==> config.mk <==
export PLATFORM = sky130hd
export DESIGN_NAME = point_to_grid_cell_index
export DESIGN_NICKNAME = d
export VERILOG_FILES = /design/src/hw/rtl/ptgc_pkg.sv /design/src/hw/rtl/ptgc_front.sv /design/src/hw/rtl/ptgc_div_cell.sv /design/src/hw/rtl/ptgc_index.sv /design/src/hw/rtl/point_to_grid_cell_index.sv
export SDC_FILE = /design/constraint.sdc
export NUM_CORES = 2
export LEC_CHECK = 0
export ABC_AREA = 1
export BUFFER_PORTS_ARGS = -buffer_cell sky130_fd_sc_hd__buf_4
export CAP_MARGIN = 20
export CORE_MARGIN = 2
export CORE_UTILIZATION = 50
export CTS_CLUSTER_DIAMETER = 80
export CTS_CLUSTER_SIZE = 10
export DETAILED_ROUTE_END_ITERATION = 6
export PLACE_DENSITY = 0.77
export RECOVER_POWER = 50
export SYNTH_ARGS = -nofsm -noshare
export SYNTH_HDL_FRONTEND = slang
export SYNTH_SLANG_ARGS = --single-unit
export TNS_END_PERCENT = 20
==> constraint.sdc <==
create_clock -name clock -period 10.2 [get_ports clock]
set_input_delay 1.02 -clock clock [delete_from_list [all_inputs] [get_ports clock]]
set_output_delay 1.02 -clock clock [all_outputs]
set_load 0.02 [all_outputs]
==> src/hw/rtl/ptgc_pkg.sv <==
`default_nettype none

package ptgc_pkg;

   localparam int POINT_W = 32;
   localparam int EDGE_W  = 32;
   localparam int SIZE_W  = 31;
   localparam int COUNT_W = 13;
   localparam int INDEX_W = 24;
   localparam int CSR_DATA_W = 32;

   typedef enum logic [2:0] {
      CSR_GRID_LEFT    = 3'd0,
      CSR_GRID_RIGHT   = 3'd1,
      CSR_GRID_BOTTOM  = 3'd2,
      CSR_GRID_TOP     = 3'd3,
      CSR_CELL_WIDTH   = 3'd4,
      CSR_CELL_HEIGHT  = 3'd5,
      CSR_COLUMN_COUNT = 3'd6,
      CSR_ROW_COUNT    = 3'd7
   } csr_index_type;

   typedef struct packed {
      logic signed [POINT_W-1:0] point_x;
      logic signed [POINT_W-1:0] point_y;
   } req_payload_type;

   typedef struct packed {
      logic [INDEX_W-1:0] cell_index;
      logic               outside_grid;
   } rsp_payload_type;

endpackage

`default_nettype wire

==> src/hw/rtl/ptgc_front.sv <==
`default_nettype none

module ptgc_front #(
   parameter int CW = 32
) (
   input  logic                          clock,
   input  logic                          reset,
   input  logic                          advance,
   input  logic                          in_vld,
   input  logic [ptgc_pkg::POINT_W-1:0]  point_x,
   input  logic [ptgc_pkg::POINT_W-1:0]  point_y,
   input  logic [ptgc_pkg::EDGE_W-1:0]   grid_left,
   input  logic [ptgc_pkg::EDGE_W-1:0]   grid_right,
   input  logic [ptgc_pkg::EDGE_W-1:0]   grid_bottom,
   input  logic [ptgc_pkg::EDGE_W-1:0]   grid_top,
   output logic                          out_vld,
   output logic                          out_outside,
   output logic [CW-1:0]                 out_off_x,
   output logic [CW-1:0]                 out_off_y
);

   logic signed [CW-1:0] px, py, left, right, bottom, top;
   logic                 outside_in;
   logic [CW-1:0]        off_x_in, off_y_in;

   logic                 vld_ff;
   logic                 outside_ff;
   logic [CW-1:0]        off_x_ff, off_y_ff;

   // register bits reinterpreted as coord_width two's complement
   always_comb begin
      px     = $signed(CW'(point_x));
      py     = $signed(CW'(point_y));
      left   = $signed(CW'(grid_left));
      right  = $signed(CW'(grid_right));
      bottom = $signed(CW'(grid_bottom));
      top    = $signed(CW'(grid_top));
      outside_in = (px < left) || (px > right) || (py < bottom) || (py > top);
      off_x_in = CW'(px - left);
      off_y_in = CW'(top - py);
   end

   always_ff @(posedge clock) begin
      if (reset) begin
         vld_ff <= 1'b0;
      end else if (advance) begin
         vld_ff <= in_vld;
      end
      if (advance) begin
         outside_ff <= outside_in;
         off_x_ff   <= off_x_in;
         off_y_ff   <= off_y_in;
      end
   end

   assign out_vld     = vld_ff;
   assign out_outside = outside_ff;
   assign out_off_x   = off_x_ff;
   assign out_off_y   = off_y_ff;

endmodule

`default_nettype wire

==> src/hw/rtl/ptgc_div_cell.sv <==
`default_nettype none

module ptgc_div_cell #(
   parameter int CW    = 32,
   parameter int QW    = 12,
   parameter int SHIFT = 0
) (
   input  logic                         clock,
   input  logic                         reset,
   input  logic                         advance,
   input  logic                         in_vld,
   input  logic                         in_outside,
   input  logic [CW-1:0]                in_rem_x,
   input  logic [CW-1:0]                in_rem_y,
   input  logic [QW:0]                  in_quo_x,
   input  logic [QW:0]                  in_quo_y,
   input  logic [ptgc_pkg::SIZE_W-1:0]  size_x,
   input  logic [ptgc_pkg::SIZE_W-1:0]  size_y,
   output logic                         out_vld,
   output logic                         out_outside,
   output logic [CW-1:0]                out_rem_x,
   output logic [CW-1:0]                out_rem_y,
   output logic [QW:0]                  out_quo_x,
   output logic [QW:0]                  out_quo_y
);

   localparam int DW = (CW > ptgc_pkg::SIZE_W) ? CW : ptgc_pkg::SIZE_W;
   localparam int TW = ptgc_pkg::SIZE_W + SHIFT;

   logic [DW-1:0] hi_x, hi_y;
   logic          fit_x, fit_y;
   logic [TW-1:0] trial_x, trial_y;
   logic [CW-1:0] rem_x_in, rem_y_in;
   logic [QW:0]   quo_x_in, quo_y_in;

   logic          vld_ff;
   logic          outside_ff;
   logic [CW-1:0] rem_x_ff, rem_y_ff;
   logic [QW:0]   quo_x_ff, quo_y_ff;

   // one restoring step: does size << shift still fit in the remainder
   always_comb begin
      hi_x    = DW'(in_rem_x >> SHIFT);
      hi_y    = DW'(in_rem_y >> SHIFT);
      fit_x   = hi_x >= DW'(size_x);
      fit_y   = hi_y >= DW'(size_y);
      trial_x = TW'(size_x) << SHIFT;
      trial_y = TW'(size_y) << SHIFT;
      rem_x_in = fit_x ? (in_rem_x - CW'(trial_x)) : in_rem_x;
      rem_y_in = fit_y ? (in_rem_y - CW'(trial_y)) : in_rem_y;
      quo_x_in = in_quo_x;
      quo_y_in = in_quo_y;
      quo_x_in[SHIFT] = fit_x;
      quo_y_in[SHIFT] = fit_y;
   end

   always_ff @(posedge clock) begin
      if (reset) begin
         vld_ff <= 1'b0;
      end else if (advance) begin
         vld_ff <= in_vld;
      end
      if (advance) begin
         outside_ff <= in_outside;
         rem_x_ff   <= rem_x_in;
         rem_y_ff   <= rem_y_in;
         quo_x_ff   <= quo_x_in;
         quo_y_ff   <= quo_y_in;
      end
   end

   assign out_vld     = vld_ff;
   assign out_outside = outside_ff;
   assign out_rem_x   = rem_x_ff;
   assign out_rem_y   = rem_y_ff;
   assign out_quo_x   = quo_x_ff;
   assign out_quo_y   = quo_y_ff;

endmodule

`default_nettype wire

==> src/hw/rtl/ptgc_index.sv <==
`default_nettype none

module ptgc_index #(
   parameter int QW  = 12,
   parameter int CXW = 13,
   parameter int CYW = 13
) (
   input  logic                          clock,
   input  logic                          reset,
   input  logic                          advance_a,
   input  logic                          advance_b,
   input  logic                          in_vld,
   input  logic                          in_outside,
   input  logic [QW:0]                   in_quo_x,
   input  logic [QW:0]                   in_quo_y,
   input  logic [CXW-1:0]                cols,
   input  logic [CYW-1:0]                rows,
   output logic                          vld_a,
   output logic                          vld_b,
   output logic [ptgc_pkg::INDEX_W-1:0]  out_index,
   output logic                          out_outside
);

   localparam int PW = QW + CXW;
   localparam int SW = (PW > ptgc_pkg::INDEX_W) ? PW : ptgc_pkg::INDEX_W;

   logic [CXW-1:0] last_col;
   logic [CYW-1:0] last_row;
   logic [QW-1:0]  col_in, row_in;
   logic [SW-1:0]  sum_in;
   logic [ptgc_pkg::INDEX_W-1:0] index_in;

   logic           vld_a_ff, vld_b_ff;
   logic           outside_a_ff, outside_b_ff;
   logic [QW-1:0]  col_a_ff, row_a_ff;
   logic [ptgc_pkg::INDEX_W-1:0] index_b_ff;

   // saturate to the last column and row
   always_comb begin
      last_col = cols - CXW'(1);
      last_row = rows - CYW'(1);
      col_in = (in_quo_x > last_col) ? QW'(last_col) : QW'(in_quo_x);
      row_in = (in_quo_y > last_row) ? QW'(last_row) : QW'(in_quo_y);
   end

   always_comb begin
      sum_in   = SW'(row_a_ff) * SW'(cols) + SW'(col_a_ff);
      index_in = outside_a_ff ? '0 : sum_in[ptgc_pkg::INDEX_W-1:0];
   end

   always_ff @(posedge clock) begin
      if (reset) begin
         vld_a_ff <= 1'b0;
         vld_b_ff <= 1'b0;
      end else begin
         if (advance_a) begin
            vld_a_ff <= in_vld;
         end
         if (advance_b) begin
            vld_b_ff <= vld_a_ff;
         end
      end
      if (advance_a) begin
         outside_a_ff <= in_outside;
         col_a_ff     <= col_in;
         row_a_ff     <= row_in;
      end
      if (advance_b) begin
         outside_b_ff <= outside_a_ff;
         index_b_ff   <= index_in;
      end
   end

   assign vld_a       = vld_a_ff;
   assign vld_b       = vld_b_ff;
   assign out_index   = index_b_ff;
   assign out_outside = outside_b_ff;

endmodule

`default_nettype wire

==> src/hw/rtl/point_to_grid_cell_index.sv <==
// Point to raster cell index.
// req channel: one point (point_x, point_y) per transfer, valid/stall handshake.
// rsp channel: one result per point, cell_index (row-major, rows counted down
// from grid_top) and outside_grid; cell_index is 0 when the point is outside.
// csr port: write-only, csr_wr_en with csr_index and csr_data; write only while
// no point is in flight.
// Order: an accepted point passes the front register, then each division
// cell, the saturate stage and the multiply-add output register.
// Throughput: one point per cycle while rsp_stall is low. The division runs
// through a row of clog2(max(MAX_COLUMNS, MAX_ROWS)) + 1 cells, one quotient
// bit per cell for both axes, followed by a saturate stage and a multiply-add
// output register. Each stage advances when it is empty or the next one
// advances, so bubbles fill even while rsp_stall is high; req_stall rises
// only once every stage holds a point and the output is stalled.
// Reset clears all pipeline valids and loads the register defaults
// (edges 0, cell size 1, counts 1).
`default_nettype none

module point_to_grid_cell_index #(
   parameter int COORD_WIDTH = 32,
   parameter int MAX_COLUMNS = 4096,
   parameter int MAX_ROWS    = 4096
) (
   input  logic                             clock,
   input  logic                             reset,
   input  logic                             req_valid,
   output logic                             req_stall,
   input  ptgc_pkg::req_payload_type        req_payload,
   output logic                             rsp_valid,
   input  logic                             rsp_stall,
   output ptgc_pkg::rsp_payload_type        rsp_payload,
   input  logic                             csr_wr_en,
   input  ptgc_pkg::csr_index_type          csr_index,
   input  logic [ptgc_pkg::CSR_DATA_W-1:0]  csr_data
);

   localparam int CW  = COORD_WIDTH;
   localparam int MAXQ = (MAX_COLUMNS > MAX_ROWS) ? MAX_COLUMNS : MAX_ROWS;
   localparam int QW  = $clog2(MAXQ);
   localparam int NC  = QW + 1;
   localparam int CXW = $clog2(MAX_COLUMNS + 1);
   localparam int CYW = $clog2(MAX_ROWS + 1);
   localparam int NS  = NC + 3;

   logic [ptgc_pkg::EDGE_W-1:0]  grid_left_ff, grid_right_ff, grid_bottom_ff, grid_top_ff;
   logic [ptgc_pkg::SIZE_W-1:0]  cell_width_ff, cell_height_ff;
   logic [ptgc_pkg::COUNT_W-1:0] column_count_ff, row_count_ff;

   logic [ptgc_pkg::SIZE_W-1:0]  size_x_in, size_y_in, size_x_ff, size_y_ff;
   logic [CXW-1:0]               cols_in, cols_ff;
   logic [CYW-1:0]               rows_in, rows_ff;

   logic [NS-1:0] vld;
   logic [NS-1:0] en;
   logic [NC:0]   outside;
   logic [CW-1:0] rem_x [0:NC-1];
   logic [CW-1:0] rem_y [0:NC-1];
   logic [QW:0]   quo_x [0:NC];
   logic [QW:0]   quo_y [0:NC];

   // csr writes
   always_ff @(posedge clock) begin
      if (reset) begin
         grid_left_ff    <= '0;
         grid_right_ff   <= '0;
         grid_bottom_ff  <= '0;
         grid_top_ff     <= '0;
         cell_width_ff   <= ptgc_pkg::SIZE_W'(1);
         cell_height_ff  <= ptgc_pkg::SIZE_W'(1);
         column_count_ff <= ptgc_pkg::COUNT_W'(1);
         row_count_ff    <= ptgc_pkg::COUNT_W'(1);
      end else if (csr_wr_en) begin
         case (csr_index)
            ptgc_pkg::CSR_GRID_LEFT: begin
               grid_left_ff <= csr_data[ptgc_pkg::EDGE_W-1:0];
            end
            ptgc_pkg::CSR_GRID_RIGHT: begin
               grid_right_ff <= csr_data[ptgc_pkg::EDGE_W-1:0];
            end
            ptgc_pkg::CSR_GRID_BOTTOM: begin
               grid_bottom_ff <= csr_data[ptgc_pkg::EDGE_W-1:0];
            end
            ptgc_pkg::CSR_GRID_TOP: begin
               grid_top_ff <= csr_data[ptgc_pkg::EDGE_W-1:0];
            end
            ptgc_pkg::CSR_CELL_WIDTH: begin
               cell_width_ff <= csr_data[ptgc_pkg::SIZE_W-1:0];
            end
            ptgc_pkg::CSR_CELL_HEIGHT: begin
               cell_height_ff <= csr_data[ptgc_pkg::SIZE_W-1:0];
            end
            ptgc_pkg::CSR_COLUMN_COUNT: begin
               column_count_ff <= csr_data[ptgc_pkg::COUNT_W-1:0];
            end
            ptgc_pkg::CSR_ROW_COUNT: begin
               row_count_ff <= csr_data[ptgc_pkg::COUNT_W-1:0];
            end
            default: begin
            end
         endcase
      end
   end

   // zero size reads as one, counts clamped to 1..max
   always_comb begin
      size_x_in = (cell_width_ff == '0) ? ptgc_pkg::SIZE_W'(1) : cell_width_ff;
      size_y_in = (cell_height_ff == '0) ? ptgc_pkg::SIZE_W'(1) : cell_height_ff;
      if (column_count_ff == '0) begin
         cols_in = CXW'(1);
      end else if (column_count_ff > MAX_COLUMNS) begin
         cols_in = CXW'(MAX_COLUMNS);
      end else begin
         cols_in = CXW'(column_count_ff);
      end
      if (row_count_ff == '0) begin
         rows_in = CYW'(1);
      end else if (row_count_ff > MAX_ROWS) begin
         rows_in = CYW'(MAX_ROWS);
      end else begin
         rows_in = CYW'(row_count_ff);
      end
   end

   always_ff @(posedge clock) begin
      if (reset) begin
         size_x_ff <= ptgc_pkg::SIZE_W'(1);
         size_y_ff <= ptgc_pkg::SIZE_W'(1);
         cols_ff   <= CXW'(1);
         rows_ff   <= CYW'(1);
      end else begin
         size_x_ff <= size_x_in;
         size_y_ff <= size_y_in;
         cols_ff   <= cols_in;
         rows_ff   <= rows_in;
      end
   end

   // a stage loads when empty or when its successor loads
   assign en[NS-1] = !vld[NS-1] || !rsp_stall;
   generate
      for (genvar s = 0; s < NS - 1; s++) begin : g_adv
         assign en[s] = !vld[s] || en[s+1];
      end
   endgenerate

   assign req_stall = !en[0];

   ptgc_front #(
      .CW (CW)
   ) u_front (
      .clock       (clock),
      .reset       (reset),
      .advance     (en[0]),
      .in_vld      (req_valid),
      .point_x     (req_payload.point_x),
      .point_y     (req_payload.point_y),
      .grid_left   (grid_left_ff),
      .grid_right  (grid_right_ff),
      .grid_bottom (grid_bottom_ff),
      .grid_top    (grid_top_ff),
      .out_vld     (vld[0]),
      .out_outside (outside[0]),
      .out_off_x   (rem_x[0]),
      .out_off_y   (rem_y[0])
   );

   assign quo_x[0] = '0;
   assign quo_y[0] = '0;

   generate
      for (genvar k = 1; k <= NC; k++) begin : g_cell
         if (k < NC) begin : g_mid
            ptgc_div_cell #(
               .CW    (CW),
               .QW    (QW),
               .SHIFT (NC - k)
            ) u_cell (
               .clock       (clock),
               .reset       (reset),
               .advance     (en[k]),
               .in_vld      (vld[k-1]),
               .in_outside  (outside[k-1]),
               .in_rem_x    (rem_x[k-1]),
               .in_rem_y    (rem_y[k-1]),
               .in_quo_x    (quo_x[k-1]),
               .in_quo_y    (quo_y[k-1]),
               .size_x      (size_x_ff),
               .size_y      (size_y_ff),
               .out_vld     (vld[k]),
               .out_outside (outside[k]),
               .out_rem_x   (rem_x[k]),
               .out_rem_y   (rem_y[k]),
               .out_quo_x   (quo_x[k]),
               .out_quo_y   (quo_y[k])
            );
         end else begin : g_last
            ptgc_div_cell #(
               .CW    (CW),
               .QW    (QW),
               .SHIFT (0)
            ) u_cell (
               .clock       (clock),
               .reset       (reset),
               .advance     (en[k]),
               .in_vld      (vld[k-1]),
               .in_outside  (outside[k-1]),
               .in_rem_x    (rem_x[k-1]),
               .in_rem_y    (rem_y[k-1]),
               .in_quo_x    (quo_x[k-1]),
               .in_quo_y    (quo_y[k-1]),
               .size_x      (size_x_ff),
               .size_y      (size_y_ff),
               .out_vld     (vld[k]),
               .out_outside (outside[k]),
               .out_rem_x   (),
               .out_rem_y   (),
               .out_quo_x   (quo_x[k]),
               .out_quo_y   (quo_y[k])
            );
         end
      end
   endgenerate

   ptgc_index #(
      .QW  (QW),
      .CXW (CXW),
      .CYW (CYW)
   ) u_index (
      .clock       (clock),
      .reset       (reset),
      .advance_a   (en[NC+1]),
      .advance_b   (en[NC+2]),
      .in_vld      (vld[NC]),
      .in_outside  (outside[NC]),
      .in_quo_x    (quo_x[NC]),
      .in_quo_y    (quo_y[NC]),
      .cols        (cols_ff),
      .rows        (rows_ff),
      .vld_a       (vld[NC+1]),
      .vld_b       (vld[NC+2]),
      .out_index   (rsp_payload.cell_index),
      .out_outside (rsp_payload.outside_grid)
   );

   assign rsp_valid = vld[NS-1];

   a_outside_zero: assert property (@(posedge clock) disable iff (reset)
      rsp_valid && rsp_payload.outside_grid |-> rsp_payload.cell_index == '0)
      else $error("outside point with nonzero cell index");

   a_empty_accepts: assert property (@(posedge clock) disable iff (reset)
      !rsp_valid |-> !req_stall)
      else $error("input stalled while output register is empty");

   a_reset_empty: assert property (@(posedge clock)
      reset |=> !rsp_valid)
      else $error("result valid right after reset");

   a_full_pipe: assert property (@(posedge clock) disable iff (reset)
      req_stall |-> rsp_valid && rsp_stall && vld[0])
      else $error("input stalled with room in the pipeline");

endmodule

`default_nettype wire
# Word level (Yosys, flattened, before mapping)

Cells that the tools add are included.

Add/subtract/negate cells: 29
Multipliers: 1
Divide/modulo/power cells: 0
$lt $le $gt $ge: 34
Equality and inequality tests: 7
Shift-type cells: 0
Muxes and demuxes: 28
Bitwise operators: 0
Reduce and logical (&&, ||, !) cells: 56

Operators with widths:

| cell                                               | count |
|---|---|
| subtractor 32 bit                                  | 26 |
| 2-to-1 mux 32 bit                                  | 24 |
| greater-or-equal comparator 32 x 31 -> 1 bit       | 2 |
| > comparator 32 bit                                | 2 |
| < comparator 32 bit                                | 2 |
| greater-or-equal comparator 20 x 31 -> 1 bit       | 2 |
| greater-or-equal comparator 21 x 31 -> 1 bit       | 2 |
| greater-or-equal comparator 22 x 31 -> 1 bit       | 2 |
| greater-or-equal comparator 23 x 31 -> 1 bit       | 2 |
| greater-or-equal comparator 24 x 31 -> 1 bit       | 2 |
| greater-or-equal comparator 25 x 31 -> 1 bit       | 2 |
| greater-or-equal comparator 26 x 31 -> 1 bit       | 2 |
| greater-or-equal comparator 27 x 31 -> 1 bit       | 2 |
| greater-or-equal comparator 28 x 31 -> 1 bit       | 2 |
| greater-or-equal comparator 29 x 31 -> 1 bit       | 2 |
| greater-or-equal comparator 30 x 31 -> 1 bit       | 2 |
| greater-or-equal comparator 31 bit                 | 2 |
| zero test 31 bit                                   | 2 |
| > comparator 13 bit                                | 2 |
| > comparator 13 bit, second input constant         | 2 |
| zero test 13 bit                                   | 2 |
| 2-to-1 mux 13 bit                                  | 2 |
| subtractor 13 x 1 -> 13 bit, second input constant | 2 |
| adder 24 x 12 -> 24 bit                            | 1 |
| 11 further kinds                                   | 62 |

Flip-flop bits (word level): 1398
Bits in latches: 0
RAM bits: 0
Memory bits (read-only): 0
Input bits: 104
Output and inout port bits: 27
Word-level logic and storage cells: 256
Memories: 0

# Depth between registers and ports, before layout

Depth in word-level cells: 18
Gate-level depth with buffers: 24

# Modules after synthesis

A second synthesis with hierarchy kept.

Cell total of the unflattened synthesis: 18320
Area, all modules: 129170.1 µm²

Modules (own cells, without submodules):

| module                                    | instances | cells each | area each (µm²) |
|---|---|---|---|
| point_to_grid_cell_index                  | 1         | 1222       | 10536.4 |
| ptgc_index                                | 1         | 1231       | 9207.6 |
| ptgc_div_cell at g_cell[13].g_last.u_cell | 1         | 1410       | 8856.0 |
| ptgc_div_cell at g_cell[12].g_mid.u_cell  | 1         | 1373       | 8837.2 |
| ptgc_div_cell at g_cell[11].g_mid.u_cell  | 1         | 1326       | 8623.3 |
| ptgc_div_cell at g_cell[10].g_mid.u_cell  | 1         | 1289       | 8474.4 |
| ptgc_div_cell at g_cell[9].g_mid.u_cell   | 1         | 1219       | 8341.8 |
| ptgc_div_cell at g_cell[7].g_mid.u_cell   | 1         | 1113       | 8151.6 |
| ptgc_div_cell at g_cell[8].g_mid.u_cell   | 1         | 1163       | 8045.2 |
| ptgc_div_cell at g_cell[6].g_mid.u_cell   | 1         | 1153       | 7782.5 |
| ptgc_front                                | 1         | 1076       | 7781.2 |
| ptgc_div_cell at g_cell[5].g_mid.u_cell   | 1         | 1097       | 7480.9 |
| ptgc_div_cell at g_cell[4].g_mid.u_cell   | 1         | 1023       | 7201.9 |
| ptgc_div_cell at g_cell[3].g_mid.u_cell   | 1         | 944        | 6924.1 |
| +2 rows                                   | n/a       | n/a        | n/a |

# Worst setup path after synthesis

OpenSTA, ideal clock, no wires.

Path kind: in2out
Start: in rsp_stall
End: out req_stall
Data arrival time: 10392 ps
Path slack: -1212 ps
Stages: 10
Path buffers: 0
Cells stage by stage: nand2_1 > nor2_2 > nand4_2 > nor2_2 > nand4_2 > nor2_1 > nand4_1 > nor2_2 > nand3_2 > inv_1

Cells in the longest elaborated chain, start to end: 18

RTL lines:

| element                             | RTL line                        | text |
|---|---|---|
| start, declared                     | point_to_grid_cell_index.sv:30  | `input logic rsp_stall,` |
| zero test 1 bit                     | point_to_grid_cell_index.sv:139 | `assign en[NS-1] = !vld[NS-1] \|\| !rsp_stall;` |
| logical OR 1 bit                    | point_to_grid_cell_index.sv:139 |  |
| logical OR 1 bit (4 in a row)       | point_to_grid_cell_index.sv:142 | `assign en[s] = !vld[s] \|\| en[s+1];` |
| net g_cell[11].g_mid.u_cell.advance | ptgc_div_cell.sv:10             | `input logic advance,` |
| logical OR 1 bit (4 in a row)       | point_to_grid_cell_index.sv:142 |  |
| net g_cell[7].g_mid.u_cell.advance  | ptgc_div_cell.sv:10             |  |
| logical OR 1 bit (4 in a row)       | point_to_grid_cell_index.sv:142 |  |
| net g_cell[3].g_mid.u_cell.advance  | ptgc_div_cell.sv:10             |  |
| logical OR 1 bit (3 in a row)       | point_to_grid_cell_index.sv:142 |  |
| zero test 1 bit                     | point_to_grid_cell_index.sv:146 | `assign req_stall = !en[0];` |
| end, declared                       | point_to_grid_cell_index.sv:27  | `output logic req_stall,` |

The timed path passes the listed nets, and every way through them passes these cells.

# Worst setup path after layout

Start: in reset
End: reg size_y_ff[29] (netlist bit)

Cells in the longest elaborated chain, start to end: 1

RTL lines:

| element                             | RTL line                        | text |
|---|---|---|
| start, declared                     | point_to_grid_cell_index.sv:25  | `input logic reset,` |
| OR reduction 2 bit (no source line) | n/a                             |  |
| end signal, assigned                | point_to_grid_cell_index.sv:127 | `size_y_ff <= ptgc_pkg::SIZE_W'(1);` |
| end signal, assigned                | point_to_grid_cell_index.sv:132 | `size_y_ff <= size_y_in;` |
| end, declared                       | point_to_grid_cell_index.sv:49  | `logic [ptgc_pkg::SIZE_W-1:0] size_x_in, size_y_in, size_x_ff, size_y_ff;` |

No other way between the ends.
A chain may end at the register's enable or synchronous reset.

==> impl_metrics.env <==
export IMPL_place_gp_congestion=1.02
export IMPL_timing_critical_path_required_ns=10.91
export IMPL_gr_usage_all_layers_pct=29.2
export IMPL_setup_reg_to_reg_worst_slack_ns=3.24
export IMPL_finalClockSkew_ns=0.0332
export IMPL_postSynth_asyncResetShare_pct=0
export IMPL_yosys_register_bits=1398
export IMPL_layout_core_utilization_pct=54.5
export IMPL_synthDistinctLibCells=70
export IMPL_final_min_clock_period_ns=8.20
export IMPL_netSwitchingPower_mw=16.0
export IMPL_irDropWorstVdd_mv=0.202
export IMPL_failed_checks="design-rule violations, max-capacitance violations, max-slew violations"
export IMPL_hold_path_endpoint="g_cell[6].g_mid.u_cell.out_rem_y[0]"
export IMPL_power_share_combinational_pct=54.4
export IMPL_cts_clk_slew_worst_paths_ns=0.06
export IMPL_number_of_antenna_violations_at_the_first_check_in_global_routing=22
export IMPL_worst_hold_path_class="flop to flop"
export IMPL_hp_start="g_cell[5].g_mid.u_cell.out_rem_y[0]"
export IMPL_cp_start_kind="primary input"
export IMPL_r2r_worst_path_cells=14
export IMPL_postSynthNetCount=13179
export IMPL_power_density_nw_per_um2=327
export IMPL_io_buffer_count=130
export IMPL_cts_hold_buffers_added=0
export IMPL_run_status="finished, violations left"
export IMPL_dr_vias=84101
export IMPL_final_setup_tns_ns=0
export IMPL_rsz0062_at_grt="false"
export IMPL_core_um2=197000
export IMPL_layout_nets=13316
export IMPL_numCtsBuffers=164
export IMPL_syn_to_final_growth_pct=8.58
export IMPL_dp_hpwl_mm=225
export IMPL_synth_enable_flop_cells=1078
export IMPL_syn_instance_count=12032
export IMPL_post_cts_resized_instances=0
export IMPL_fp_row_count=163
export IMPL_fmaxAchievable_mhz=122
export IMPL_path_class="primary input to flop"
export IMPL_detailedRoute_firstIterationViolations=8036
export IMPL_clock_root_buffer="sky130_fd_sc_hd__clkbuf_16"
export IMPL_floorplan_die_width_um=448
export IMPL_layout_cells_most_common="sky130_fd_sc_hd__nand2_1"
export IMPL_worst_slew_pin_transition_ns=3.38
export IMPL_p_leak_nw=47.0
export IMPL_gr_total_overflow=0
export IMPL_share_clk_of_total_power_pct=15.8
export IMPL_whs_ns=0.409
export IMPL_firstDrtPassIters=7
export IMPL_fillCellCount=18160
export IMPL_fin_cells=14944
export IMPL_synth_area_um2=98600
export IMPL_worstSkewPairLatency_ns=0.84
export IMPL_timing_rr_start="size_x_ff[1]"
export IMPL_detail_route_drc_violations=5
export IMPL_endpoint_of_the_worst_register_to_register_path="g_cell[11].g_mid.u_cell.out_rem_x[10]"
export IMPL_dieArea_um2=201000
export IMPL_average_vias_per_placed_instance=5.63
export IMPL_finalHoldViolCount=0
export IMPL_tritoncts_clock_tree="built"
export IMPL_grt_max_degree=118
export IMPL_share_seq_of_total_power_pct=29.8
export IMPL_placed_cells=14639
export IMPL_fin_crit_sh_pct=80.4
export IMPL_drv_cap=13
export IMPL_cts_num_sinks=1398
export IMPL_floorplan_initialDensity_pct=50.2
export IMPL_num_io_pins=131
export IMPL_final_max_slew_violation_count=545
export IMPL_die_height_um=448
export IMPL_timing_max_slew_rel_slack_pct=-127
export IMPL_antenna_left=0
export IMPL_grt_pass1_vias=79630
export IMPL_min_path_cells=0
export IMPL_cellInternalPower_mw=19.0
export IMPL_path_max_fanout=117
export IMPL_final_total_pwr_mw=35.0
export IMPL_synth_yosys_warnings=0
export IMPL_synth_yosys_seq_area_share_pct=39.3
export IMPL_cp_end_kind="flop"
export IMPL_syn_mean_instance_area_um2=8.20
export IMPL_max_root_sink_buffers=3
export IMPL_sw_frac_of_total_pct=45.7
export IMPL_postCtsSetupBuffers=0
export IMPL_share_of_post_route_cells_with_drive_strength_above_1_pct=3.90
export IMPL_yosys_most_used_dff="sky130_fd_sc_hd__edfxtp_1"
export IMPL_routed_wirelength_mm=299
export IMPL_grt_first_pass_wirelength_mm=453
export IMPL_cts_htree_levels=4
export IMPL_final_setup_viol_count=0
export IMPL_routed_wire_length_per_instance_um=20.0
export IMPL_critical_path_arrival_ns=8.91
export IMPL_mostFrequentLayoutCells="2,610 x sky130_fd_sc_hd__nand2_1, 1,560 x sky130_fd_sc_hd__inv_1, 1,152 x sky130_fd_sc_hd__a21oi_1, 1,078 x sky130_fd_sc_hd__edfxtp_1, 976 x sky130_fd_sc_hd__nor2_1"
## worst max-delay path by stage
| stage | startpoint | cells past startpoint | to | slack [ns] |
|---|---|---|---|---|
| 2_1_floorplan | rsp_stall | 10 | req_stall | 0.27 |
| 3_3_place_gp | rsp_stall | 13 | req_stall | 2.90 |
| 3_5_place_dp | rsp_stall | 13 | req_stall | 2.80 |
| 4_1_cts | u_index.vld_b | 12 | req_stall | 2.70 |
| 5_1_grt | reset | 5 | size_y_ff[29] | 1.60 |
| 6_report | reset | 5 | size_y_ff[29] | 2.00 |
## synthesized netlist by cell type (5+ instances only)
cell | n | area [µm²]
sky130_fd_sc_hd__a211oi_1 | 19 | 143
sky130_fd_sc_hd__a21boi_0 | 31 | 233
sky130_fd_sc_hd__a21boi_2 | 5 | 56.3
sky130_fd_sc_hd__a21o_1 | 100 | 751
sky130_fd_sc_hd__a21oi_1 | 1147 | 5740
sky130_fd_sc_hd__a21oi_2 | 15 | 131
sky130_fd_sc_hd__a221oi_1 | 5 | 43.8
sky130_fd_sc_hd__a31oi_1 | 50 | 313
sky130_fd_sc_hd__buf_2 | 53 | 265
sky130_fd_sc_hd__buf_4 | 27 | 203
sky130_fd_sc_hd__buf_6 | 25 | 282
sky130_fd_sc_hd__clkbuf_1 | 131 | 492
sky130_fd_sc_hd__clkinv_1 | 5 | 18.8
sky130_fd_sc_hd__dfxtp_1 | 320 | 6410
sky130_fd_sc_hd__edfxtp_1 | 1078 | 32400
sky130_fd_sc_hd__fa_1 | 146 | 2920
sky130_fd_sc_hd__ha_1 | 897 | 11200
sky130_fd_sc_hd__inv_1 | 1565 | 5870
sky130_fd_sc_hd__inv_2 | 12 | 45.0
sky130_fd_sc_hd__nand2_1 | 2609 | 9790
sky130_fd_sc_hd__nand2_2 | 11 | 68.8
sky130_fd_sc_hd__nand3_1 | 423 | 2120
sky130_fd_sc_hd__nand3_2 | 20 | 200
sky130_fd_sc_hd__nand3b_1 | 29 | 218
sky130_fd_sc_hd__nand4_1 | 195 | 1220
sky130_fd_sc_hd__nor2_1 | 975 | 3660
sky130_fd_sc_hd__nor2_2 | 5 | 31.3
sky130_fd_sc_hd__nor3_1 | 177 | 886
sky130_fd_sc_hd__nor3_2 | 5 | 50.1
sky130_fd_sc_hd__nor4_1 | 86 | 538
sky130_fd_sc_hd__o2111ai_1 | 8 | 70.1
sky130_fd_sc_hd__o211ai_1 | 43 | 323
sky130_fd_sc_hd__o21a_1 | 22 | 165
sky130_fd_sc_hd__o21ai_0 | 821 | 4110
sky130_fd_sc_hd__o21ai_1 | 200 | 1000
sky130_fd_sc_hd__o21ai_2 | 25 | 219
sky130_fd_sc_hd__o21bai_1 | 75 | 563
sky130_fd_sc_hd__o22ai_1 | 6 | 37.5
sky130_fd_sc_hd__o31ai_1 | 6 | 45.0
sky130_fd_sc_hd__or2_2 | 8 | 50.1
sky130_fd_sc_hd__xnor2_1 | 278 | 2430
sky130_fd_sc_hd__xor2_1 | 312 | 2730
## flip-flops by register name, indices dropped and copies added (netlist names), 31 cells and up
signal	cells
cell_height_ff	31
g_cell.g_mid.u_cell.out_quo_y	78
size_x_ff	31
grid_right_ff	32
size_y_ff	31
grid_left_ff	32
grid_bottom_ff	32
grid_top_ff	32
cell_width_ff	31
u_front.out_off_x	32
g_cell.g_mid.u_cell.out_rem_y	384
g_cell.g_mid.u_cell.out_rem_x	384
u_front.out_off_y	32
g_cell.g_mid.u_cell.out_quo_x	78
## worst max-delay path, stage by stage
cell and delay (ns):
sky130_fd_sc_hd__clkbuf_1 1.84, sky130_fd_sc_hd__clkinvlp_2 3.93, sky130_fd_sc_hd__o21ai_2 1.49, sky130_fd_sc_hd__buf_4 0.39, sky130_fd_sc_hd__nor2_1 0.10
## power by group through the flow
stage	Sequential [mW]	Combinational [mW]	Clock [mW]
final	10.5	19.1	5.52
after global routing	10.6	21.4	5.82
after detailed placement	10.5	18.7	0
after floorplan	9.82	14.7	0
after global placement	10.5	18.5	0
after CTS	10.4	18.8	5.61
## routing by layer
layer  share of wire [%]  global-route usage [%]  up-vias
li1                    -                       -    41117
met1                  41                    38.4    38965
met2                  45                    46.8     3300
met3                 8.1                    4.25      715
met4                 5.8                    15.5        4
met5              0.0077                       0        -
## logic make-up after synthesis
group / synth area share, %
AOI/OAI and AO/OA: 14.4
xor gates and xnor gates: 5.24
adders and majority gates: 14.3
buffers and inverters: 7.31
DFF: 39.3
and+or+nand+nor: 19.4
## through the flow
step	worst slack (ns)	area, µm²
after global placement	2.90	102000
final	2.00	107000
after detailed placement	2.80	102000
after CTS	2.70	107000
after global routing	1.60	107000
after floorplan	0.270	98700
## final cells by class
class                      count  area (µm²)  share of cell area, %
multi-input combinational   8808       52600                   49.1
sequential                  1398       38800                   36.2
inverter                    1582        5940                   5.55
clock buffer                 260        4500                   4.20
tap                         2640        3300                   3.08
timing repair buffer         215        1520                   1.41
clock inverter                29         474                  0.443
antenna                       12        30.0                 0.0280
(Power assumes the default switching activity.)
